<file path="src/rtl/srarq_pkg.sv">
// Shared types and constants of the selective-repeat ARQ controller.
`default_nettype none
package srarq_pkg;

  // Sequence numbers count modulo SEQ_MAX + 1 = 16, so they wrap naturally in SEQ_W bits.
  localparam int SEQ_W        = 4;
  localparam int SEQ_MAX      = 15;
  localparam int SLOT_W       = 3;
  localparam int WINDOW_SLOTS = 8;
  localparam int STEP_W       = 5;
  localparam int CNT_W        = 5;
  // Non-gate commands kept per event; the gate item always takes the last place.
  localparam int MAX_CMDS     = 31;
  localparam int BC_MAX       = 15;

  localparam logic [2:0] OP_NET_READY  = 3'd0;
  localparam logic [2:0] OP_PHYS_READY = 3'd1;
  localparam logic [2:0] OP_FRAME      = 3'd2;
  localparam logic [2:0] OP_DATA_TMO   = 3'd3;
  localparam logic [2:0] OP_ACK_TMO    = 3'd4;

  localparam logic [1:0] KIND_DATA = 2'd0;
  localparam logic [1:0] KIND_ACK  = 2'd1;
  localparam logic [1:0] KIND_NAK  = 2'd2;

  typedef enum logic [2:0] {
    CMD_SEND     = 3'd0,
    CMD_DELIVER  = 3'd1,
    CMD_START_DT = 3'd2,
    CMD_STOP_DT  = 3'd3,
    CMD_START_AT = 3'd4,
    CMD_STOP_AT  = 3'd5,
    CMD_GATE     = 3'd6
  } cmd_t;

  typedef struct packed {
    cmd_t              command;
    logic [1:0]        send_kind;
    logic [SEQ_W-1:0]  seq_number;
    logic [SEQ_W-1:0]  ack_number;
    logic [SLOT_W-1:0] slot;
    logic              network_enable;
    logic              last;
  } res_t;

  // Operands of the circular window compare: is b in [a, c) modulo the sequence space.
  typedef struct packed {
    logic [SEQ_W-1:0] a;
    logic [SEQ_W-1:0] b;
    logic [SEQ_W-1:0] c;
  } win_req_t;

endpackage
`default_nettype wire

</file>
<file path="src/rtl/selective_repeat_arq_controller_top.sv">
// Top level of the selective-repeat ARQ controller.
//
//  channel  | handshake          | payload
//  ---------+--------------------+----------------------------------------------------
//  in_      | in_valid/in_stall  | operation, frame_good, rx_kind, rx_seq,
//           |                    | frame_ack, timeout_seq
//  out_     | out_valid/out_stall| command, send_kind, seq_number, ack_number, slot,
//           |                    | network_enable, last
//
// An event is taken, then its commands are issued in turn, with a frame decode state and a
// receive window check state where needed, and a closing gate step ends each event. The
// sequencer issues at most one command a cycle through the output register unless the
// output stalls, and the shared window compare unit serves one check a cycle.
// Reset (rst_n low, synchronous) restores the window edges, clears the arrived bits
// and empties the output register. A stalled output holds the sequencer in any state that loads it.
`default_nettype none
module selective_repeat_arq_controller_top (
  input  logic                        clk,
  input  logic                        rst_n,
  input  logic                        in_valid,
  output logic                        in_stall,
  input  logic [2:0]                  in_operation,
  input  logic                        in_frame_good,
  input  logic [1:0]                  in_rx_kind,
  input  logic [srarq_pkg::SEQ_W-1:0] in_rx_seq,
  input  logic [srarq_pkg::SEQ_W-1:0] in_frame_ack,
  input  logic [srarq_pkg::SEQ_W-1:0] in_timeout_seq,
  output logic                        out_valid,
  input  logic                        out_stall,
  output logic [2:0]                  out_command,
  output logic [1:0]                  out_send_kind,
  output logic [srarq_pkg::SEQ_W-1:0] out_seq_number,
  output logic [srarq_pkg::SEQ_W-1:0] out_ack_number,
  output logic [srarq_pkg::SLOT_W-1:0] out_slot,
  output logic                        out_network_enable,
  output logic                        out_last
);

  logic            can_load;
  logic            load;
  srarq_pkg::res_t res;
  srarq_pkg::res_t out_res;

  srarq_seq u_seq (
    .clk            (clk),
    .rst_n          (rst_n),
    .in_valid       (in_valid),
    .in_stall       (in_stall),
    .in_operation   (in_operation),
    .in_frame_good  (in_frame_good),
    .in_rx_kind     (in_rx_kind),
    .in_rx_seq      (in_rx_seq),
    .in_frame_ack   (in_frame_ack),
    .in_timeout_seq (in_timeout_seq),
    .can_load       (can_load),
    .load           (load),
    .res            (res)
  );

  srarq_out u_out (
    .clk       (clk),
    .rst_n     (rst_n),
    .load      (load),
    .res       (res),
    .out_stall (out_stall),
    .can_load  (can_load),
    .out_valid (out_valid),
    .out_res   (out_res)
  );

  assign out_command        = out_res.command;
  assign out_send_kind      = out_res.send_kind;
  assign out_seq_number     = out_res.seq_number;
  assign out_ack_number     = out_res.ack_number;
  assign out_slot           = out_res.slot;
  assign out_network_enable = out_res.network_enable;
  assign out_last           = out_res.last;

endmodule
`default_nettype wire

</file>
<file path="src/rtl/srarq_win.sv">
// Shared circular window compare unit.
`default_nettype none
module srarq_win (
  input  srarq_pkg::win_req_t req,
  output logic                hit
);

  logic ab;
  logic bc;
  logic ca;

  assign ab  = req.a <= req.b;
  assign bc  = req.b < req.c;
  assign ca  = req.c < req.a;
  assign hit = (ab && bc) || (ca && ab) || (bc && ca);

endmodule
`default_nettype wire

</file>
<file path="src/rtl/srarq_out.sv">
// Output register of the result channel.
`default_nettype none
module srarq_out (
  input  logic              clk,
  input  logic              rst_n,
  input  logic              load,
  input  srarq_pkg::res_t   res,
  input  logic              out_stall,
  output logic              can_load,
  output logic              out_valid,
  output srarq_pkg::res_t   out_res
);

  logic            valid_r;
  srarq_pkg::res_t data_r;

  assign can_load  = !valid_r || !out_stall;
  assign out_valid = valid_r;
  assign out_res   = data_r;

  always_ff @(posedge clk) begin
    if (!rst_n) begin
      valid_r <= 1'b0;
    end else if (load) begin
      valid_r <= 1'b1;
    end else if (!out_stall) begin
      valid_r <= 1'b0;
    end
  end

  always_ff @(posedge clk) begin
    if (load) begin
      data_r <= res;
    end
  end

endmodule
`default_nettype wire

</file>
<file path="src/rtl/srarq_seq.sv">
// Sequencer and link state: at most one command per cycle unless the output stalls.
`default_nettype none
module srarq_seq (
  input  logic                          clk,
  input  logic                          rst_n,
  input  logic                          in_valid,
  output logic                          in_stall,
  input  logic [2:0]                    in_operation,
  input  logic                          in_frame_good,
  input  logic [1:0]                    in_rx_kind,
  input  logic [srarq_pkg::SEQ_W-1:0]   in_rx_seq,
  input  logic [srarq_pkg::SEQ_W-1:0]   in_frame_ack,
  input  logic [srarq_pkg::SEQ_W-1:0]   in_timeout_seq,
  input  logic                          can_load,
  output logic                          load,
  output srarq_pkg::res_t               res
);

  localparam int SW     = srarq_pkg::SEQ_W;
  localparam int LW     = srarq_pkg::SLOT_W;
  localparam int CNT_W  = srarq_pkg::CNT_W;
  localparam int STEP_W = srarq_pkg::STEP_W;

  typedef enum logic [3:0] {
    ST_IDLE,
    ST_SEND,
    ST_START_DT,
    ST_STOP_AT,
    ST_FRAME,
    ST_RX_AT,
    ST_RX_CHECK,
    ST_DELIVER,
    ST_DELIVER_AT,
    ST_WALK,
    ST_GATE
  } state_t;

  state_t state_r, state_nxt;
  state_t ret_r, ret_nxt;

  logic                  good_r, good_nxt;
  logic [1:0]            kind_r, kind_nxt;
  logic [SW-1:0]         fseq_r, fseq_nxt;
  logic [SW-1:0]         fack_r, fack_nxt;
  logic [SW-1:0]         ackv_r, ackv_nxt;
  logic [1:0]            snd_kind_r, snd_kind_nxt;
  logic [SW-1:0]         snd_seq_r, snd_seq_nxt;
  logic [SW-1:0]         snd_ack_r, snd_ack_nxt;
  logic [SW-1:0]         swl_r, swl_nxt;
  logic [SW-1:0]         sn_r, sn_nxt;
  logic [SW-1:0]         re_r, re_nxt;
  logic [SW-1:0]         rl_r, rl_nxt;
  logic [SW-1:0]         bc_r, bc_nxt;
  logic [srarq_pkg::WINDOW_SLOTS-1:0] arr_r, arr_nxt;
  logic                  nak_ok_r, nak_ok_nxt;
  logic                  phys_r, phys_nxt;
  logic [STEP_W-1:0]     step_r, step_nxt;
  logic [CNT_W-1:0]      cnt_r, cnt_nxt;

  srarq_pkg::win_req_t win_req;
  logic                win_hit;
  logic                room;
  logic [SW-1:0]       ack_back;

  srarq_win u_win (
    .req (win_req),
    .hit (win_hit)
  );

  assign in_stall = (state_r != ST_IDLE);
  assign room     = cnt_r < CNT_W'(srarq_pkg::MAX_CMDS);
  assign ack_back = re_r - SW'(1);

  always_comb begin
    unique case (state_r)
      ST_FRAME:    win_req = '{a: swl_r, b: fseq_r, c: sn_r};
      ST_RX_CHECK: win_req = '{a: re_r,  b: fseq_r, c: rl_r};
      default:     win_req = '{a: swl_r, b: ackv_r, c: sn_r};
    endcase
  end

  always_comb begin
    state_nxt    = state_r;
    ret_nxt      = ret_r;
    good_nxt     = good_r;
    kind_nxt     = kind_r;
    fseq_nxt     = fseq_r;
    fack_nxt     = fack_r;
    ackv_nxt     = ackv_r;
    snd_kind_nxt = snd_kind_r;
    snd_seq_nxt  = snd_seq_r;
    snd_ack_nxt  = snd_ack_r;
    swl_nxt      = swl_r;
    sn_nxt       = sn_r;
    re_nxt       = re_r;
    rl_nxt       = rl_r;
    bc_nxt       = bc_r;
    arr_nxt      = arr_r;
    nak_ok_nxt   = nak_ok_r;
    phys_nxt     = phys_r;
    step_nxt     = step_r;
    cnt_nxt      = cnt_r;
    load         = 1'b0;
    res          = '0;

    unique case (state_r)
      ST_IDLE: begin
        if (in_valid) begin
          good_nxt = in_frame_good;
          kind_nxt = in_rx_kind;
          fseq_nxt = in_rx_seq;
          fack_nxt = in_frame_ack;
          cnt_nxt  = '0;
          ret_nxt  = ST_GATE;
          unique case (in_operation)
            srarq_pkg::OP_NET_READY: begin
              if (bc_r < SW'(srarq_pkg::BC_MAX)) begin
                bc_nxt = bc_r + SW'(1);
              end
              snd_kind_nxt = srarq_pkg::KIND_DATA;
              snd_seq_nxt  = sn_r;
              snd_ack_nxt  = ack_back;
              sn_nxt       = sn_r + SW'(1);
              state_nxt    = ST_SEND;
            end
            srarq_pkg::OP_PHYS_READY: begin
              phys_nxt  = 1'b1;
              state_nxt = ST_GATE;
            end
            srarq_pkg::OP_FRAME: begin
              state_nxt = ST_FRAME;
            end
            srarq_pkg::OP_DATA_TMO: begin
              snd_kind_nxt = srarq_pkg::KIND_DATA;
              snd_seq_nxt  = in_timeout_seq;
              snd_ack_nxt  = ack_back;
              state_nxt    = ST_SEND;
            end
            srarq_pkg::OP_ACK_TMO: begin
              snd_kind_nxt = srarq_pkg::KIND_ACK;
              snd_seq_nxt  = ack_back;
              snd_ack_nxt  = '0;
              state_nxt    = ST_SEND;
            end
            default: begin
              state_nxt = ST_GATE;
            end
          endcase
        end
      end

      ST_SEND: begin
        if (can_load) begin
          load           = room;
          cnt_nxt        = cnt_r + CNT_W'(room);
          res.command    = srarq_pkg::CMD_SEND;
          res.send_kind  = snd_kind_r;
          res.seq_number = snd_seq_r;
          res.ack_number = snd_ack_r;
          res.slot       = (snd_kind_r == srarq_pkg::KIND_DATA) ? snd_seq_r[LW-1:0] : '0;
          phys_nxt       = 1'b0;
          if (snd_kind_r == srarq_pkg::KIND_DATA) begin
            state_nxt = ST_START_DT;
          end else begin
            if (snd_kind_r == srarq_pkg::KIND_NAK) begin
              nak_ok_nxt = 1'b0;
            end
            state_nxt = ST_STOP_AT;
          end
        end
      end

      ST_START_DT: begin
        if (can_load) begin
          load           = room;
          cnt_nxt        = cnt_r + CNT_W'(room);
          res.command    = srarq_pkg::CMD_START_DT;
          res.seq_number = snd_seq_r;
          state_nxt      = ST_STOP_AT;
        end
      end

      ST_STOP_AT: begin
        if (can_load) begin
          load        = room;
          cnt_nxt     = cnt_r + CNT_W'(room);
          res.command = srarq_pkg::CMD_STOP_AT;
          state_nxt   = ret_r;
        end
      end

      ST_FRAME: begin
        step_nxt = '0;
        ackv_nxt = fack_r;
        if (!good_r) begin
          if (nak_ok_r) begin
            snd_kind_nxt = srarq_pkg::KIND_NAK;
            snd_seq_nxt  = re_r;
            snd_ack_nxt  = '0;
            ret_nxt      = ST_GATE;
            state_nxt    = ST_SEND;
          end else begin
            state_nxt = ST_GATE;
          end
        end else begin
          unique case (kind_r)
            srarq_pkg::KIND_DATA: begin
              if (fseq_r != re_r && nak_ok_r) begin
                snd_kind_nxt = srarq_pkg::KIND_NAK;
                snd_seq_nxt  = re_r;
                snd_ack_nxt  = '0;
                ret_nxt      = ST_RX_CHECK;
                state_nxt    = ST_SEND;
              end else begin
                state_nxt = ST_RX_AT;
              end
            end
            srarq_pkg::KIND_NAK: begin
              // A NAK resends the named frame only while it is still outstanding.
              if (win_hit) begin
                snd_kind_nxt = srarq_pkg::KIND_DATA;
                snd_seq_nxt  = fseq_r;
                snd_ack_nxt  = ack_back;
                ret_nxt      = ST_GATE;
                state_nxt    = ST_SEND;
              end else begin
                state_nxt = ST_GATE;
              end
            end
            srarq_pkg::KIND_ACK: begin
              ackv_nxt  = fseq_r;
              state_nxt = ST_WALK;
            end
            default: begin
              state_nxt = ST_WALK;
            end
          endcase
        end
      end

      ST_RX_AT: begin
        if (can_load) begin
          load        = room;
          cnt_nxt     = cnt_r + CNT_W'(room);
          res.command = srarq_pkg::CMD_START_AT;
          state_nxt   = ST_RX_CHECK;
        end
      end

      ST_RX_CHECK: begin
        step_nxt = '0;
        if (win_hit && !arr_r[fseq_r[LW-1:0]]) begin
          arr_nxt[fseq_r[LW-1:0]] = 1'b1;
          state_nxt = ST_DELIVER;
        end else begin
          state_nxt = ST_WALK;
        end
      end

      ST_DELIVER: begin
        if (can_load) begin
          if (step_r < STEP_W'(srarq_pkg::WINDOW_SLOTS) && arr_r[re_r[LW-1:0]]) begin
            load                  = room;
            cnt_nxt               = cnt_r + CNT_W'(room);
            res.command           = srarq_pkg::CMD_DELIVER;
            res.slot              = re_r[LW-1:0];
            nak_ok_nxt            = 1'b1;
            arr_nxt[re_r[LW-1:0]] = 1'b0;
            re_nxt                = re_r + SW'(1);
            rl_nxt                = rl_r + SW'(1);
            step_nxt              = step_r + STEP_W'(1);
            state_nxt             = ST_DELIVER_AT;
          end else begin
            step_nxt  = '0;
            state_nxt = ST_WALK;
          end
        end
      end

      ST_DELIVER_AT: begin
        if (can_load) begin
          load        = room;
          cnt_nxt     = cnt_r + CNT_W'(room);
          res.command = srarq_pkg::CMD_START_AT;
          state_nxt   = ST_DELIVER;
        end
      end

      ST_WALK: begin
        if (can_load) begin
          // Each step retires the oldest outstanding frame up to the acked number.
          if (step_r <= STEP_W'(srarq_pkg::SEQ_MAX) && win_hit) begin
            if (bc_r != '0) begin
              bc_nxt = bc_r - SW'(1);
            end
            load           = room;
            cnt_nxt        = cnt_r + CNT_W'(room);
            res.command    = srarq_pkg::CMD_STOP_DT;
            res.seq_number = swl_r;
            swl_nxt        = swl_r + SW'(1);
            step_nxt       = step_r + STEP_W'(1);
          end else begin
            state_nxt = ST_GATE;
          end
        end
      end

      ST_GATE: begin
        if (can_load) begin
          load               = 1'b1;
          res.command        = srarq_pkg::CMD_GATE;
          res.network_enable = (bc_r < SW'(srarq_pkg::WINDOW_SLOTS)) && phys_r;
          res.last           = 1'b1;
          state_nxt          = ST_IDLE;
        end
      end

      default: begin
        state_nxt = ST_IDLE;
      end
    endcase
  end

  always_ff @(posedge clk) begin
    if (!rst_n) begin
      state_r  <= ST_IDLE;
      ret_r    <= ST_GATE;
      swl_r    <= '0;
      sn_r     <= '0;
      re_r     <= '0;
      rl_r     <= SW'(srarq_pkg::WINDOW_SLOTS);
      bc_r     <= '0;
      arr_r    <= '0;
      nak_ok_r <= 1'b1;
      phys_r   <= 1'b0;
      step_r   <= '0;
      cnt_r    <= '0;
    end else begin
      state_r  <= state_nxt;
      ret_r    <= ret_nxt;
      swl_r    <= swl_nxt;
      sn_r     <= sn_nxt;
      re_r     <= re_nxt;
      rl_r     <= rl_nxt;
      bc_r     <= bc_nxt;
      arr_r    <= arr_nxt;
      nak_ok_r <= nak_ok_nxt;
      phys_r   <= phys_nxt;
      step_r   <= step_nxt;
      cnt_r    <= cnt_nxt;
    end
  end

  always_ff @(posedge clk) begin
    good_r     <= good_nxt;
    kind_r     <= kind_nxt;
    fseq_r     <= fseq_nxt;
    fack_r     <= fack_nxt;
    ackv_r     <= ackv_nxt;
    snd_kind_r <= snd_kind_nxt;
    snd_seq_r  <= snd_seq_nxt;
    snd_ack_r  <= snd_ack_nxt;
  end

endmodule
`default_nettype wire

</file>
<file path="config.mk">
export PLATFORM = sky130hd
export DESIGN_NAME = selective_repeat_arq_controller_top
export DESIGN_NICKNAME = d
export VERILOG_FILES = /design/src/rtl/srarq_pkg.sv /design/src/rtl/selective_repeat_arq_controller_top.sv /design/src/rtl/srarq_win.sv /design/src/rtl/srarq_out.sv /design/src/rtl/srarq_seq.sv
export SDC_FILE = /design/constraint.sdc
export NUM_CORES = 1
export LEC_CHECK = 0
export BUFFER_PORTS_ARGS = -buffer_cell sky130_fd_sc_hd__buf_4
export CAP_MARGIN = 20
export CORE_MARGIN = 4
export CORE_UTILIZATION = 53
export DETAILED_ROUTE_END_ITERATION = 6
export PLACE_DENSITY_LB_ADDON = 0.12
export SETUP_SLACK_MARGIN = 0.2
export SLEW_MARGIN = 20
export SYNTH_ARGS = -nofsm -noshare
export SYNTH_HDL_FRONTEND = slang
export SYNTH_SLANG_ARGS = --single-unit
</file>
<file path="constraint.sdc">
create_clock -name clk -period 5.2 [get_ports clk]
set_input_delay 0.26 -clock clk [delete_from_list [all_inputs] [get_ports clk]]
set_output_delay 0.26 -clock clk [all_outputs]
set_load 0.1 [all_outputs]
</file>
==> metrics.sh <==
FINISH.NET_COUNT=636
TIMING.CRITICAL_PATH.MAX_DELAY_FAMILY='compound AO/OA/AOI/OAI gates'
SETUP_TOTAL_NEGATIVE_SLACK_PS=0
YOSYS.CELL_TYPES.COUNT=77
GRT_UTIL_MET2_PCT=39.7
CTS_RESIZED=0
MIN-DELAY-PATH-CLASS='in2reg'
CTS_HOLD_BUF=0
CRITPATHKIND='reg2reg'
POST_SYNTH_INSTANCE_AREA_UM2=5260
NUM_IO_PINS=42
ANTENNA_FOUND_INITIAL=0
FINALHOLDVIOLATIONS=0
DR.FIRST_ITER.DRC_COUNT=369
REQUIRED_TIME_REPORTED_FOR_THE_CRITICAL_PATH_ENDPOINT_PS=5220
HOLDWS_PS=58.2
ANTENNADIODECOUNT=0
PORT_BUFFERS=41
REMAINING_DRC_ERRORS=0
POST-ROUTE-CELL-AREA_UM2=5880
PLACEMENTROWS=36
NUMBER_OF_SETUP_BUFFERS_ADDED_AFTER_CTS=0
PLACE_CONGESTION=0.925
DESIGN.DIE.AREA_UM2=11600
YOSYSSEQAREASHARE_PCT=42.4
GLOBALROUTE.BUSIESTLAYER='met2'
PIN_COUNT_OF_THE_BIGGEST_NET_ENTERING_GLOBAL_ROUTING=23
TIGHTESTPINTRANSITION_PS=856
CRITICAL_PATH_BUF_INV_COUNT=2
POST_DRT_VIA_CELL_RATIO=6.03
PATH_COMMON_CELL='maj3_2'
CLK_PIN_SLEW_PS=90
TRITONCTS_NUM_SINKS=90
FINAL-MAX-SLEW-VIOLATION-COUNT=0
SYN-INSTANCE-COUNT=565
FIN_WORST_SKEW_PS=11.8
GRT.MET1_USAGE_PCT=33.7
PLACEDINSTANCEAREA_UM2=5690
WORSTPATHARRIVAL_PS=4190
CTS-HTREE-LEVELS=3
COREAREA_UM2=9730
P_LEAK_nW=2.21
MOST_FREQUENT_CELLS_IN_THE_LAYOUT='nor2_1, buf_4, nand2_1, dfxtp_1, edfxtp_1'
SLEW_HEADROOM_PCT=42.5
CTS_TREE='built'
GRT.TOTAL_USAGE_PCT=25.0
ASYNCSETRESETFLOPFRACSYNTH_PCT=0
LAYOUT.FILLER_CELLS=861
GRT.OVERFLOW.TOTAL=0
WORST-PATH-MAX-FANOUT=17
CTS_BUFFER_DEPTH=2
WORSTSETUPENDPOINTTYPE='flip-flop'
TOTAL_VIA_COUNT_IN_THE_ROUTED_DESIGN=4422
DIEHEIGHT_UM=108
SYNTH_AREA_PER_CELL_UM2=9.31
POSTROUTEANTENNANETS=0
FLOORPLAN.INITIALDENSITY_PCT=54.1
FP.DIEW_UM=108
CTS_INSERTED_BUFFERS=9
SYN_NETS=606
WIRE_PER_INST_UM=18.5
MAX_CAP_VIOLATIONS=0
INSERTION_DELAY_PS=380
PLACE.DETAILED.HPWL_MM=10.2
CRITICAL_PATH.STARTPOINT_TYPE='flip-flop'
RSZ0062_AT_GRT='false'
LAYOUT.CELLS.MOST_COMMON='nor2_1'
YOSYS_REGISTER_BITS=90
FINAL_UTIL_PCT=60.5
TIMING.CRITICAL_PATH.CELLS='buf_4, nor3b_2, mux2_2, inv_1, ha_1, nor2b_1, a2bb2oi_1, maj3_2, a22o_4, maj3_2, a41oi_2, a21boi_0'
POST-ROUTE-MIN-PERIOD_PS=4170
DRIVE_ABOVE_1_SHARE_PCT=15.8
GLOBAL_ROUTE.USAGE.MET3_PCT=6.24
YS_WARN_COUNT=0
SLOWEST_STAGE='a21boi_0'
TIMING.FINAL.SETUP_VIOLATIONS=0
MIN_PERIOD_OVER_PERIOD_PCT=80.2
POWER-PER-CELL-AREA_nW_PER_UM2=503
WIRELENGTH_MM=13.5
MAX_CLOCK_FREQ_MHz=240
FLOW.AREA_GROWTH_FROM_SYNTHESIS_PCT=11.8
GRT_PASS1_VIAS=4224
SLOWEST_DELAY_PS=580
BUFFER_CELL_DRIVING_THE_CLOCK_TREE_ROOT='clkbuf_8'
MOST_USED_FLIP_FLOP_CELL_AFTER_SYNTHESIS='dfxtp_1'
TOTALPOWERFINAL_mW=2.96
STATUS='complete, no violations'
DRTPASS1ITERATIONS=5
WIRE_LENGTH_OF_THE_FIRST_GLOBAL_ROUTING_PASS_MM=22.1
SYNTH_ENABLE_FLOP_CELLS=43
POWER.IR.VDD_WORST_uV=451
[registers in the layout (all words and copies together), names as in the netlist, 4 cells and up]
register	flops
u_seq.sn_r	4
u_seq.swl_r	4
u_seq.ackv_r	4
u_seq.rl_r	4
u_seq.cnt_r	5
u_seq.arr_r	8
u_seq.state_r	4
u_seq.re_r	4
u_seq.step_r	5
u_seq.fseq_r	4
u_out.out_res	18
u_seq.snd_seq_r	4
u_seq.fack_r	4
u_seq.bc_r	4
u_seq.snd_ack_r	4
[cell type report]
| cell class | count | area (um^2) | area share, % |
|---|---|---|---|
| timing repair buffer | 51 | 383 | 6.51 |
| clock inverter | 6 | 65.1 | 1.11 |
| tap | 133 | 166 | 2.83 |
| sequential | 90 | 2230 | 37.9 |
| clock buffer | 10 | 128 | 2.17 |
| multi-input combinational | 413 | 2800 | 47.5 |
| inverter | 30 | 113 | 1.91 |
[final timing paths]
check | from | end | slack, ps | cells after the start
max | u_seq.state_r[2] | u_seq.snd_seq_r[0] | 1030 | 12
min | in_frame_ack[1] | u_seq.fack_r[1] | 60 | 1
max reg2reg | u_seq.state_r[2] | u_seq.snd_seq_r[0] | 1030 | 12
min reg2reg | u_seq.step_r[4] | u_seq.step_r[4] | 480 | 2
[power by group]
group	internal, mW	switching (mW)	total [mW]
combinational	0.361	1.09	1.45
sequential	0.943	0.0886	1.03
clock	0.222	0.251	0.473
[kinds of logic after synthesis]
| logic type | synth area share [%] |
|---|---|
| AO/OA/AOI/OAI | 18.8 |
| XOR/XNOR | 3.66 |
| multiplexers | 5.92 |
| adder cells (fa/ha/maj) | 5.28 |
| AND/OR/NAND/NOR | 19.4 |
| flip-flops | 42.4 |
| buffers and inverters | 4.56 |
[metrics by stage]
| stage | setup WS [ps] | instances |
|---|---|---|
| floorplan | 1060 | 565 |
| global placement | 1230 | 717 |
| detailed placement | 1100 | 717 |
| CTS | 1070 | 733 |
| global route | 839 | 733 |
| finish | 1030 | 733 |
[layer usage]
layer	share of wire, %	vias to the layer above	routed length [um]
met1	43	2074	5780
met5	0	-	0
met4	1.9	0	261
met2	48	186	6450
li1	-	2141	-
met3	7.8	21	1060
[cells in the mapped netlist (6+ instances only)]
master	n	area, um^2
ha_1	18	225
xnor2_1	15	131
nand3_1	16	80.1
o22ai_1	6	37.5
nand4_1	12	75.1
o21ai_0	23	115
clkbuf_1	24	90.1
nand2_1	48	180
nor2b_1	10	62.6
xor2_1	7	61.3
dfxtp_1	47	941
nor3_1	8	40.0
mux2_2	12	135
inv_1	30	113
and2_1	6	37.5
and3_1	11	68.8
edfxtp_1	43	1290
mux2i_1	12	120
nor2_1	53	199
nand3b_1	6	45.0
a21oi_1	40	200
nand2b_1	6	37.5
No activity file was read; power rests on OpenSTA's default activity.
